--- src/hw/rtl/pfa_pkg.sv ---
// Shared types, codes and helpers of the frame allocator.
package pfa_pkg;

    localparam logic CMD_ALLOC = 1'b0;
    localparam logic CMD_FREE  = 1'b1;

    localparam logic [1:0] STAT_OK        = 2'd0;
    localparam logic [1:0] STAT_OOM       = 2'd1;
    localparam logic [1:0] STAT_BAD_COUNT = 2'd2;

    localparam int MAX_TRIAL = 16;
    localparam logic [2:0] MAX_CLASS = 3'd4;

    typedef enum logic [6:0] {
        ST_IDLE      = 7'b0000001,
        ST_FREE      = 7'b0000010,
        ST_FREE_LAST = 7'b0000100,
        ST_CHECK     = 7'b0001000,
        ST_SCAN      = 7'b0010000,
        ST_FILL      = 7'b0100000,
        ST_DONE      = 7'b1000000
    } state_t;

    typedef struct packed {
        logic done;
        logic found;
    } scan_sts_t;

    // Largest class c, at most four, whose block size 2^c fits in the trial size.
    function automatic logic [2:0] class_of(input logic [4:0] trial);
        logic [2:0] c;
        c = 3'd0;
        for (int i = 1; i <= 4; i++) begin
            if (trial >= (5'd1 << i)) begin
                c = 3'(i);
            end
        end
        return c;
    endfunction

endpackage

--- src/hw/rtl/power_of_two_frame_allocator_unit.sv ---
// Top level of the power-of-two frame allocator with its request sequencer.
// A free request reads the owner memory one frame per cycle.
// An allocate request tries one trial size after another and fills each block it finds page by page;
// the frame walker visits one frame per cycle to find each block head.
// A bad page count goes straight to the result. One request is in work at a time.
// Reset marks every frame free; the owner memory is not cleared and needs no clearing pass.
module power_of_two_frame_allocator_unit #(
    parameter int NUM_FRAMES = 16,
    parameter int ID_BITS    = 8
) (
    input  logic        aclk,
    input  logic        aresetn,
    input  logic        s_tvalid,
    output logic        s_tready,
    input  logic [15:0] s_tdata,   // cmd[0], process_id[8:1], page_count[13:9], zero fill
    output logic        m_tvalid,
    input  logic        m_tready,
    output logic [15:0] m_tdata    // status[1:0], pages_placed[6:2], free_frames[11:7], zero fill
);

    localparam int IW = $clog2(NUM_FRAMES);
    localparam int KW = $clog2(NUM_FRAMES + 1);
    localparam int PW = (KW > 5) ? KW : 5;

    pfa_pkg::state_t state_reg, state_next;
    logic [ID_BITS-1:0] id_reg, id_next;
    logic [4:0]         rem_reg, rem_next;
    logic [4:0]         trial_reg, trial_next;
    logic [PW-1:0]      placed_reg, placed_next;
    logic [KW-1:0]      free_cnt_reg, free_cnt_next;
    logic [1:0]         status_reg, status_next;
    logic [IW-1:0]      fill_ptr_reg, fill_ptr_next;
    logic [4:0]         fill_n_reg, fill_n_next;
    logic [IW-1:0]      free_idx_reg, free_idx_next;
    logic               cmp_vld_reg;
    logic [IW-1:0]      cmp_idx_reg;
    logic               m_valid_reg;
    logic [15:0]        m_data_reg;

    logic                  s_accept;
    logic                  in_cmd;
    logic [4:0]            in_pages;
    logic [ID_BITS-1:0]    in_id;
    logic [2:0]            cls;
    logic [4:0]            blk_size;
    logic [4:0]            trial_adv;
    logic                  scan_start;
    pfa_pkg::scan_sts_t    scan_sts;
    logic [IW-1:0]         scan_head;
    logic [NUM_FRAMES-1:0] used;
    logic [ID_BITS-1:0]    rd_owner;
    logic                  cmp_hit;
    logic                  set_en;
    logic                  out_load;
    logic [PW-1:0]         free_x;

    assign s_tready = (state_reg == pfa_pkg::ST_IDLE);
    assign s_accept = s_tvalid && s_tready;
    assign in_cmd   = s_tdata[0];
    assign in_pages = s_tdata[13:9];

    always_comb begin
        in_id = '0;
        for (int b = 0; b < ID_BITS && b < 8; b++) begin
            in_id[b] = s_tdata[1 + b];
        end
    end

    assign cls       = pfa_pkg::class_of(trial_reg);
    assign blk_size  = 5'd1 << cls;
    assign trial_adv = (int'(trial_reg) >= pfa_pkg::MAX_TRIAL) ? 5'd1 : trial_reg + 5'd1;
    assign cmp_hit   = cmp_vld_reg && used[cmp_idx_reg] && (rd_owner == id_reg);
    assign set_en    = (state_reg == pfa_pkg::ST_FILL);
    assign out_load  = (state_reg == pfa_pkg::ST_DONE) && (!m_valid_reg || m_tready);
    assign free_x    = PW'(free_cnt_reg);

    pfa_frame_store #(
        .NUM_FRAMES(NUM_FRAMES),
        .ID_BITS   (ID_BITS)
    ) u_store (
        .aclk     (aclk),
        .aresetn  (aresetn),
        .set_en   (set_en),
        .set_idx  (fill_ptr_reg),
        .set_owner(id_reg),
        .clr_en   (cmp_hit),
        .clr_idx  (cmp_idx_reg),
        .rd_idx   (free_idx_reg),
        .rd_owner (rd_owner),
        .used     (used)
    );

    pfa_head_scan #(
        .NUM_FRAMES(NUM_FRAMES)
    ) u_scan (
        .aclk   (aclk),
        .aresetn(aresetn),
        .start  (scan_start),
        .cls    (cls),
        .used   (used),
        .sts    (scan_sts),
        .head   (scan_head)
    );

    always_comb begin
        state_next    = state_reg;
        id_next       = id_reg;
        rem_next      = rem_reg;
        trial_next    = trial_reg;
        placed_next   = placed_reg;
        free_cnt_next = free_cnt_reg;
        status_next   = status_reg;
        fill_ptr_next = fill_ptr_reg;
        fill_n_next   = fill_n_reg;
        free_idx_next = free_idx_reg;
        scan_start    = 1'b0;

        if (cmp_hit) begin
            placed_next   = placed_reg + PW'(1);
            free_cnt_next = free_cnt_reg + KW'(1);
        end

        unique case (state_reg)
            pfa_pkg::ST_IDLE: begin
                if (s_accept) begin
                    id_next       = in_id;
                    rem_next      = in_pages;
                    trial_next    = in_pages;
                    placed_next   = '0;
                    status_next   = pfa_pkg::STAT_OK;
                    free_idx_next = '0;
                    if (in_cmd == pfa_pkg::CMD_FREE) begin
                        state_next = pfa_pkg::ST_FREE;
                    end else if (int'(in_pages) > NUM_FRAMES ||
                                 int'(in_pages) > pfa_pkg::MAX_TRIAL) begin
                        status_next = pfa_pkg::STAT_BAD_COUNT;
                        state_next  = pfa_pkg::ST_DONE;
                    end else begin
                        state_next = pfa_pkg::ST_CHECK;
                    end
                end
            end
            pfa_pkg::ST_FREE: begin
                free_idx_next = free_idx_reg + IW'(1);
                if (free_idx_reg == IW'(NUM_FRAMES - 1)) begin
                    state_next = pfa_pkg::ST_FREE_LAST;
                end
            end
            pfa_pkg::ST_FREE_LAST: begin
                state_next = pfa_pkg::ST_DONE;
            end
            pfa_pkg::ST_CHECK: begin
                if (rem_reg == 5'd0) begin
                    state_next = pfa_pkg::ST_DONE;
                end else if (free_cnt_reg == '0) begin
                    status_next = pfa_pkg::STAT_OOM;
                    state_next  = pfa_pkg::ST_DONE;
                end else begin
                    scan_start = 1'b1;
                    state_next = pfa_pkg::ST_SCAN;
                end
            end
            pfa_pkg::ST_SCAN: begin
                if (scan_sts.done) begin
                    if (scan_sts.found) begin
                        fill_ptr_next = scan_head;
                        fill_n_next   = (blk_size > rem_reg) ? rem_reg : blk_size;
                        state_next    = pfa_pkg::ST_FILL;
                    end else begin
                        trial_next = trial_adv;
                        state_next = pfa_pkg::ST_CHECK;
                    end
                end
            end
            pfa_pkg::ST_FILL: begin
                fill_ptr_next = fill_ptr_reg + IW'(1);
                fill_n_next   = fill_n_reg - 5'd1;
                rem_next      = rem_reg - 5'd1;
                placed_next   = placed_reg + PW'(1);
                free_cnt_next = free_cnt_reg - KW'(1);
                if (fill_n_reg == 5'd1) begin
                    trial_next = trial_adv;
                    state_next = pfa_pkg::ST_CHECK;
                end
            end
            pfa_pkg::ST_DONE: begin
                if (out_load) begin
                    state_next = pfa_pkg::ST_IDLE;
                end
            end
            default: begin
                state_next = pfa_pkg::ST_IDLE;
            end
        endcase
    end

    always_ff @(posedge aclk) begin
        if (!aresetn) begin
            state_reg    <= pfa_pkg::ST_IDLE;
            free_cnt_reg <= KW'(NUM_FRAMES);
            cmp_vld_reg  <= 1'b0;
            m_valid_reg  <= 1'b0;
        end else begin
            state_reg    <= state_next;
            free_cnt_reg <= free_cnt_next;
            cmp_vld_reg  <= (state_reg == pfa_pkg::ST_FREE);
            if (out_load) begin
                m_valid_reg <= 1'b1;
            end else if (m_tready) begin
                m_valid_reg <= 1'b0;
            end
        end
    end

    always_ff @(posedge aclk) begin
        id_reg       <= id_next;
        rem_reg      <= rem_next;
        trial_reg    <= trial_next;
        placed_reg   <= placed_next;
        status_reg   <= status_next;
        fill_ptr_reg <= fill_ptr_next;
        fill_n_reg   <= fill_n_next;
        free_idx_reg <= free_idx_next;
        cmp_idx_reg  <= free_idx_reg;
        if (out_load) begin
            m_data_reg <= {4'b0000, free_x[4:0], placed_reg[4:0], status_reg};
        end
    end

    assign m_tvalid = m_valid_reg;
    assign m_tdata  = m_data_reg;

endmodule

--- src/hw/rtl/pfa_frame_store.sv ---
// Frame store: used flags in flip-flops and an owner memory with registered read.
module pfa_frame_store #(
    parameter int NUM_FRAMES = 16,
    parameter int ID_BITS    = 8
) (
    input  logic                          aclk,
    input  logic                          aresetn,
    input  logic                          set_en,
    input  logic [$clog2(NUM_FRAMES)-1:0] set_idx,
    input  logic [ID_BITS-1:0]            set_owner,
    input  logic                          clr_en,
    input  logic [$clog2(NUM_FRAMES)-1:0] clr_idx,
    input  logic [$clog2(NUM_FRAMES)-1:0] rd_idx,
    output logic [ID_BITS-1:0]            rd_owner,
    output logic [NUM_FRAMES-1:0]         used
);

    logic [NUM_FRAMES-1:0] used_reg;
    logic [ID_BITS-1:0]    owner_mem [NUM_FRAMES];
    logic [ID_BITS-1:0]    rd_owner_reg;

    always_ff @(posedge aclk) begin
        if (!aresetn) begin
            used_reg <= '0;
        end else begin
            if (set_en) begin
                used_reg[set_idx] <= 1'b1;
            end
            if (clr_en) begin
                used_reg[clr_idx] <= 1'b0;
            end
        end
    end

    always_ff @(posedge aclk) begin
        if (set_en) begin
            owner_mem[set_idx] <= set_owner;
        end
        rd_owner_reg <= owner_mem[rd_idx];
    end

    assign used     = used_reg;
    assign rd_owner = rd_owner_reg;

endmodule

--- src/hw/rtl/pfa_head_scan.sv ---
// Frame walker that finds the lowest block of one size class, one frame per cycle.
module pfa_head_scan #(
    parameter int NUM_FRAMES = 16
) (
    input  logic                          aclk,
    input  logic                          aresetn,
    input  logic                          start,
    input  logic [2:0]                    cls,
    input  logic [NUM_FRAMES-1:0]         used,
    output pfa_pkg::scan_sts_t            sts,
    output logic [$clog2(NUM_FRAMES)-1:0] head
);

    localparam int IW = $clog2(NUM_FRAMES);
    localparam int KW = $clog2(NUM_FRAMES + 1);
    localparam int XW = (KW > 5) ? KW : 5;

    logic               busy_reg;
    logic [KW-1:0]      k_reg;
    logic [IW-1:0]      run_start_reg;
    logic [KW-1:0]      run_len_reg;
    pfa_pkg::scan_sts_t sts_reg;
    logic [IW-1:0]      head_reg;

    logic          at_end;
    logic [IW-1:0] idx;
    logic          cur_free;
    logic [XW-1:0] len_x;
    logic [XW-1:0] off;
    logic          hit_raw;
    logic          hit;
    logic [IW-1:0] hit_head;

    always_comb begin
        at_end   = (k_reg == KW'(NUM_FRAMES));
        idx      = at_end ? '0 : k_reg[IW-1:0];
        cur_free = !at_end && !used[idx];
        len_x    = XW'(run_len_reg);
        if (cls == pfa_pkg::MAX_CLASS) begin
            hit_raw = (len_x >= XW'(16));
            off     = '0;
        end else begin
            hit_raw = len_x[cls[1:0]];
            off     = len_x & ~((XW'(2) << cls) - XW'(1));
        end
        hit      = (run_len_reg != '0) && hit_raw;
        hit_head = IW'(XW'(run_start_reg) + off);
    end

    always_ff @(posedge aclk) begin
        if (!aresetn) begin
            busy_reg <= 1'b0;
            sts_reg  <= '0;
        end else begin
            if (start) begin
                busy_reg      <= 1'b1;
                k_reg         <= '0;
                run_len_reg   <= '0;
                sts_reg.done  <= 1'b0;
                sts_reg.found <= 1'b0;
            end else if (busy_reg) begin
                if (cur_free) begin
                    if (run_len_reg == '0) begin
                        run_start_reg <= k_reg[IW-1:0];
                    end
                    run_len_reg <= run_len_reg + KW'(1);
                    k_reg       <= k_reg + KW'(1);
                end else if (hit) begin
                    busy_reg      <= 1'b0;
                    sts_reg.done  <= 1'b1;
                    sts_reg.found <= 1'b1;
                    head_reg      <= hit_head;
                end else if (at_end) begin
                    busy_reg      <= 1'b0;
                    sts_reg.done  <= 1'b1;
                    sts_reg.found <= 1'b0;
                end else begin
                    run_len_reg <= '0;
                    k_reg       <= k_reg + KW'(1);
                end
            end else begin
                sts_reg.done <= 1'b0;
            end
        end
    end

    assign sts  = sts_reg;
    assign head = head_reg;

endmodule

--- config.mk ---
export PLATFORM = sky130hd
export DESIGN_NAME = power_of_two_frame_allocator_unit
export DESIGN_NICKNAME = d
export VERILOG_FILES = /design/src/hw/rtl/pfa_pkg.sv /design/src/hw/rtl/power_of_two_frame_allocator_unit.sv /design/src/hw/rtl/pfa_frame_store.sv /design/src/hw/rtl/pfa_head_scan.sv
export SDC_FILE = /design/constraint.sdc
export NUM_CORES = 1
export LEC_CHECK = 0
export CELL_PAD_IN_SITES_DETAIL_PLACEMENT = 1
export CELL_PAD_IN_SITES_GLOBAL_PLACEMENT = 2
export CORE_ASPECT_RATIO = 0.7
export CORE_MARGIN = 2
export CORE_UTILIZATION = 42
export DETAILED_ROUTE_END_ITERATION = 16
export DONT_BUFFER_PORTS = 1
export HOLD_SLACK_MARGIN = 0.12
export PLACE_DENSITY_LB_ADDON = 0.1
export SLEW_MARGIN = 20
export SYNTH_ARGS = -nofsm -noshare
export SYNTH_HDL_FRONTEND = slang
export SYNTH_SLANG_ARGS = --single-unit
--- constraint.sdc ---
create_clock -name aclk -period 2.51 [get_ports aclk]
set_input_delay 0.251 -clock aclk [delete_from_list [all_inputs] [get_ports aclk]]
set_output_delay 0.251 -clock aclk [all_outputs]
set_load 0.02 [all_outputs]
# After elaboration in Yosys (flattened, before gate mapping)
# Memories as Yosys holds them, arrays and structs flattened. A register that Yosys moved wholly into a read port is not among the register bits.
# Cells that the tools add are included.
[classes]
reduce_logical = 39
multipliers = 0
n_addsub = 12
eq_ne = 23
n_div = 0
shift = 2
magnitude_cmp = 14
n_bitwise = 9
n_mux = 80
[ops]
columns = ["cell", "count"]
rows = [
  ["5-bit two-way mux", 20],
  ["7-bit two-way mux", 9],
  ["7-bit one-hot mux with 7 select lines", 1],
  ["16-bit two-way mux", 3],
  ["5-bit one-hot mux with 2 select lines", 3],
  ["5-bit by 1-bit adder with 5-bit output (second input constant)", 5],
  ["4-bit two-way mux", 5],
  ["5-bit AND reduction", 4],
  ["1-bit two-way mux", 19],
  ["16-bit bitwise AND", 1],
  ["16-bit inverter", 1],
  ["16-bit bitwise OR", 1],
  ["4-bit one-hot mux with 2 select lines", 2],
  ["2-bit nonzero test", 8],
  ["5-bit >= comparator (second input constant)", 3],
  ["5-bit logical NOT", 3],
  ["4-bit by 5-bit less-than comparator with 1-bit output (second input constant)", 3],
  ["5-bit one-hot mux with 3 select lines", 1],
  ["5-bit by 1-bit subtractor with 5-bit output (second input constant)", 3],
  ["2-bit two-way mux", 7],
  ["2-bit != test (second input constant)", 5],
  ["3-bit two-way mux", 3],
  ["4-bit by 1-bit adder with 4-bit output (second input constant)", 2],
  ["1-bit binary-select mux with 4-bit select", 2],
  ["other kinds (43)", 65],
]
[totals]
input_bits = 20
memories = 1
latchBits = 0
out_inout_bits = 18
reg_bits = 105
word_cells = 202
mem_bits_ro = 0
ram_bits = 128
[mem_list]
columns = ["memory", "depth", "word_bits", "read_ports", "rd_ports_with_merged_regs", "wr", "line_no", "text"]
rows = [
  ["u_store.owner_mem", 16, 8, 1, 1, 1, "pfa_frame_store.sv:19", "logic [ID_BITS-1:0] owner_mem [NUM_FRAMES];"],
]

# Longest topological paths before layout
[logic_depth]
depth_word = 13
mapped_depth = 13
depth_no_buf = 12

# Cells and area by module
# A second synthesis with hierarchy kept.
[hier_totals]
cells_unflattened = 760
area_unflattened_um2 = 10801.6
[by_module_without_submodules]
columns = ["mod", "area_per_inst_um2", "instances", "seq_area_each_um2", "cells_each"]
rows = [
  ["pfa_frame_store", 5749.3, 1, 4324.1, 280],
  ["power_of_two_frame_allocator_unit", 3706.1, 1, 1811.7, 363],
  ["pfa_head_scan", 1346.3, 1, 600.6, 117],
]

# Least setup slack after synthesis
# OpenSTA, ideal clock, no wires.
[synth_timing]
kind = "flip-flop to flip-flop"
start = "register u_scan.k_reg[0]"
end = "register u_scan.run_start_reg[0] (enable)"
t_arrival_ns = 2.407
t_required_ns = 2.131
setup_ns = 0.379
synth_period_minus_slack_ns = 2.786
path_buffers = 1
stages_incl_launch_ff = 10
slack_ns = -0.276
path_cell_list = "edfxtp_1 -> buf_2 -> inv_1 -> ha_1 -> nand4bb_1 -> nand2_1 -> mux4_2 -> a21o_1 -> a21boi_2 -> nor4b_1"
[synth_via]
elab_chain_len = 7
elab_cells_between_ends = 8
cone_classes = "1 x eq/ne; 3 x mux; 4 x reduce/logical"
[synth_lines]
columns = ["item", "line_no", "text"]
rows = [
  ["start, declared", "pfa_head_scan.sv:19", "logic [KW-1:0] k_reg;"],
  ["start signal, assigned", "pfa_head_scan.sv:67", "k_reg <= k_reg + KW'(1);"],
  ["start signal, assigned", "pfa_head_scan.sv:79", "k_reg <= k_reg + KW'(1);"],
  ["5-bit equality test", "pfa_head_scan.sv:35", "at_end = (k_reg == KW'(NUM_FRAMES));"],
  ["4-bit two-way mux", "pfa_head_scan.sv:36", "idx = at_end ? '0 : k_reg[IW-1:0];"],
  ["1-bit binary-select mux with 4-bit select", "pfa_head_scan.sv:37", "cur_free = !at_end && !used[idx];"],
  ["1-bit two-way mux (not written as such)", "pfa_head_scan.sv:37", ""],
  ["1-bit logical NOT", "pfa_head_scan.sv:37", ""],
  ["1-bit logical AND *", "pfa_head_scan.sv:37", ""],
  ["5-bit AND reduction (no line) *", "--", ""],
  ["end signal, assigned", "pfa_head_scan.sv:64", "run_start_reg <= k_reg[IW-1:0];"],
  ["end, declared", "pfa_head_scan.sv:20", "logic [IW-1:0] run_start_reg;"],
]
# Every way passes the cells marked *; elsewhere a longest branch is shown, timed or not. The select of a mux whose other input is x is not followed.
# A chain may end at the register's enable or synchronous reset.

# Worst setup path after layout
[layout_timing]
start = "register state_reg[2]"
end = "register free_cnt_reg[4]"
[layout_via]
elab_chain_len = 2
elab_cells_between_ends = 3
cone_classes = "1 x eq/ne; 1 x mux; 1 x reduce/logical"
[layout_lines]
columns = ["item", "line_no", "text"]
rows = [
  ["start, declared", "power_of_two_frame_allocator_unit.sv:25", "pfa_pkg::state_t state_reg, state_next;"],
  ["start signal, assigned", "power_of_two_frame_allocator_unit.sv:199", "state_reg <= pfa_pkg::ST_IDLE;"],
  ["start signal, assigned", "power_of_two_frame_allocator_unit.sv:204", "state_reg <= state_next;"],
  ["7-bit by 6-bit equality test with 1-bit output *", "power_of_two_frame_allocator_unit.sv:123", "unique case (state_reg)"],
  ["5-bit two-way mux / 2-bit nonzero test (equally long branches)", "--", ""],
  ["end signal, assigned", "power_of_two_frame_allocator_unit.sv:200", "free_cnt_reg <= KW'(NUM_FRAMES);"],
  ["end signal, assigned", "power_of_two_frame_allocator_unit.sv:205", "free_cnt_reg <= free_cnt_next;"],
  ["end, declared", "power_of_two_frame_allocator_unit.sv:30", "logic [KW-1:0] free_cnt_reg, free_cnt_next;"],
]
# Every way passes the cells marked *; elsewhere a longest branch is shown, timed or not.

==> results.py <==
metrics = {
    "floorplan": {
        "initial_utilization_pct": 42.6,
        "rows": 48,
        "core_area_um2": 24600,
        "io_pins": 38,
        "die_x_um": 193,
        "dieArea_um2": 26200,
        "die_y_um": 136,
    },
    "placement": {
        "portBuffers": 0,
        "dp_hpwl_mm": 18.0,
        "place.gp.congestion": 0.811,
    },
    "synth": {
        "synth-warning-count": 0,
        "yosys-top-cells-count": "191 x edfxtp_1, 50 x dfxtp_1, 46 x mux4_2",
        "ys_seq_area_share_pct": 64.4,
        "async_reset_ff_share_pct": 0,
        "ys.flop_type": "edfxtp_1",
        "synth_top_area_share_pct": 54.9,
        "netlist_area_um2": 10500,
        "synth_edf_count": 191,
        "synth-seq-cells": 241,
        "avgSynthCellArea_um2": 14.6,
        "synth.distinct_cells": 62,
        "yosysTopAreaCell": "edfxtp_1",
        "synth.area.top_cells": "edfxtp_1 55%, mux4_2 9.9%, dfxtp_1 9.6%",
        "yosysMostFrequentCell": "edfxtp_1",
        "synthCells": 714,
    },
    "global_route": {
        "grt_antenna_before_repair": 0,
        "grt_pass1_wl_mm": 41.3,
        "first_global_vias": 6618,
        "grt-ovfl-total": 0,
        "grt_usage_pct": 21.4,
        "grt_max_degree": 36,
    },
    "setup_path": {
        "cp_data_arrival_time_ns": 2.80,
        "r2r-start": "state_reg[2]$_SDFFE_PN0P_",
        "r2r-end": "free_cnt_reg[4]$_SDFFE_PN1P_",
        "r2r_setup_slack_ns": 0.11,
        "crit_required_ns": 2.91,
        "worst_path_max_delay_cell": "or4_4",
        "cp-start-kind": "flip-flop",
        "cpPeakStageDelay_ns": 0.51,
        "criticalPathCategory": "flip-flop to flip-flop",
        "r2r_cells": 10,
        "crit_buf_inv": 0,
        "cp_cell_sequence": "or4_4 -> nor2_4 -> nand2_4 -> fa_2 -> nor2b_2 -> o21ai_2 -> and3_1 -> a31oi_2 -> xor2_1 -> nand2_1",
        "crit_fanout": 5,
        "end_kind": "flip-flop",
        "path_delay_family": "simple AND/OR/NAND/NOR gates",
    },
    "power": {
        "power.density_nw_per_um2": 760,
        "seqPwrFrac_pct": 48.0,
        "peakVddDrop_uv": 667,
        "p_sw_share_pct": 23.7,
        "power_uw": 9600,
        "p_leak_uw": 0.00446,
        "pwr-share-clk_pct": 40.4,
        "p_switching_uw": 2280,
        "intPower_uw": 7320,
        "combPwrFrac_pct": 11.7,
    },
    "route": {
        "drc": 0,
        "wl_per_cell_um": 23.3,
        "first_pass_iters": 5,
        "drtIter0Drc": 456,
        "routed_wl_mm": 26.7,
        "ant_nets": 0,
        "via_per_inst": 5.62,
        "num_vias": 6438,
    },
    "final_layout": {
        "antenna_cells": 0,
        "fin_util_pct": 51.4,
        "area_growth_pct": 20.8,
        "largest_reg_flops": 128,
        "final_layout_size_suffix_gt1_share_pct": 22.4,
        "fin_nets": 847,
    },
    "timing": {
        "max_freq_ghz": 0.417,
        "drv_slew": 0,
        "finClkSkew_ns": 0.0142,
        "finalSetupViolations": 0,
        "relSlewSlack_pct": 62.3,
        "finalHoldViolCount": 0,
        "timing.final.crit_share_pct": 95.6,
        "fin_setup_tns_ns": 0,
        "final.min_clock_period_ns": 2.40,
        "worst_slew_pin_slew_ns": 0.565,
    },
    "clock_tree": {
        "cts_root_buf": "clkbuf_16",
        "insertion_delay_ns": 0.52,
        "numCtsBuffers": 26,
        "post_cts_buffers": 0,
        "cts.sinks": 241,
        "cts.path.max_buffers": 3,
        "clk_pin_slew_ns": 0.06,
        "h-tree-depth": 1,
        "cts_tree": "yes",
    },
    "outcome": {
        "status": "completed",
    },
    "min_path": {
        "hold_path_end": "status_reg[1]$_SDFFCE_PP0P_",
        "hold_class": "input port to flip-flop",
        "hp-start": "s_tdata[13]",
        "whs_path_depth": 3,
    },
    "flow_run": {
        "maxCapViolations": 0,
    },
}
[layout make-up]
cell class | instances | area (um^2)
Clock buffer | 32 | 714
Tap cell | 325 | 407
Sequential cell | 241 | 6740
Clock inverter | 16 | 156
Inverter | 26 | 103
Timing Repair Buffer | 88 | 953
Multi-Input combinational cell | 417 | 3560
Fill cell | 2357 | 11900
[power by group through the flow]
stage          Sequential [uW]  Combinational (uW)  Clock, uW
5_1_grt                   4620                1220       4080
3_3_place_gp              4680                1040          0
3_5_place_dp              4680                1070          0
2_1_floorplan             4680                 693          0
6_report                  4610                1120       3880
4_1_cts                   4600                1120       3970
[timing repair]
action,in CTS,in global routing
resized for setup,1,19
hold buffers,18,0
pin swaps,0,4
setup endpoints to repair,5,24
endpoints found under the hold margin,58,0
[worst reg2reg max path, cell delays in order (launching register included)]
cell,delay (ns)
dfxtp_1,0.36
or4_4,0.51
nor2_4,0.12
nand2_4,0.08
fa_2,0.37
nor2b_2,0.14
o21ai_2,0.08
and3_1,0.20
a31oi_2,0.18
xor2_1,0.17
nand2_1,0.07
[through the flow]
step | cell area [um^2] | hold slack [ns] | setup WS [ns] | cells
after floorplan | 10500 | 0.343 | 0.00554 | 717
after global placement | 11500 | 0.328 | 0.0316 | 1079
after detailed placement | 11500 | 0.340 | -0.0287 | 1079
after CTS | 12600 | 0.127 | 0.0141 | 1145
after global routing | 12600 | 0.152 | -0.0326 | 1145
final | 12600 | 0.172 | 0.112 | 1145
[per-layer routing]
metal	part of all wire, %	vias up	global-route usage [%]	routed length [um]
met3	5.8	31	3.25	1540
met4	1.5	0	3.82	410
met1	51	3341	35.4	13600
met5	0	-	0	0
met2	42	174	29.5	11100
li1	-	2892	-	-
[worst max-delay path by stage]
stage                                   from                                end  slack [ns]  depth (start not counted)
2_1_floorplan  u_scan.k_reg[0]$_SDFFCE_PP0P_  u_scan.run_start_reg[0]$_DFFE_PP_       0.006                          9
3_3_place_gp          trial_reg[2]$_DFFE_PP_            fill_n_reg[1]$_DFFE_PP_        0.03                          9
3_5_place_dp          trial_reg[2]$_DFFE_PP_            fill_n_reg[1]$_DFFE_PP_       -0.03                          9
4_1_cts        u_scan.k_reg[0]$_SDFFCE_PP0P_           u_scan.head[0]$_DFFE_PP_        0.01                          9
5_1_grt            state_reg[2]$_SDFFE_PN0P_       free_cnt_reg[4]$_SDFFE_PN1P_       -0.03                         10
6_report           state_reg[2]$_SDFFE_PN0P_       free_cnt_reg[4]$_SDFFE_PN1P_        0.11                         10
[layout by cell type (no fill, tap or decap), types with 4 or more instances in the layout]
cell type,synthesis,layout
edfxtp_1,191,191
buf_4,5,51
dfxtp_1,50,50
mux4_2,46,46
nand2_1,36,36
nor2_1,36,35
a21oi_1,33,32
o21ai_0,35,32
clkbuf_16,0,27
inv_1,25,25
ha_1,25,24
nand3_1,22,22
xnor2_1,22,22
and3_1,22,21
buf_12,0,20
nor2b_1,19,17
dlygate4sd3_1,0,17
nor3_1,14,12
xor2_1,11,11
mux2i_1,10,9
nand2b_1,8,8
and2_1,6,6
or3_1,6,6
clkinv_2,1,5
clkinv_1,0,5
o31ai_1,4,4
o21ai_1,2,4
a31oi_1,5,4
conb_1,1,4
[cell families after synthesis]
family	share of synthesized area (%)
adders and majority gates	3.38
muxes	10.9
xor gates and xnor gates	2.76
and+or+nand+nor	9.47
AOI/OAI and AO/OA	6.46
other	0.0359
buffers and inverters	2.59
DFF	64.4
No activity file was read; power rests on OpenSTA's default activity.
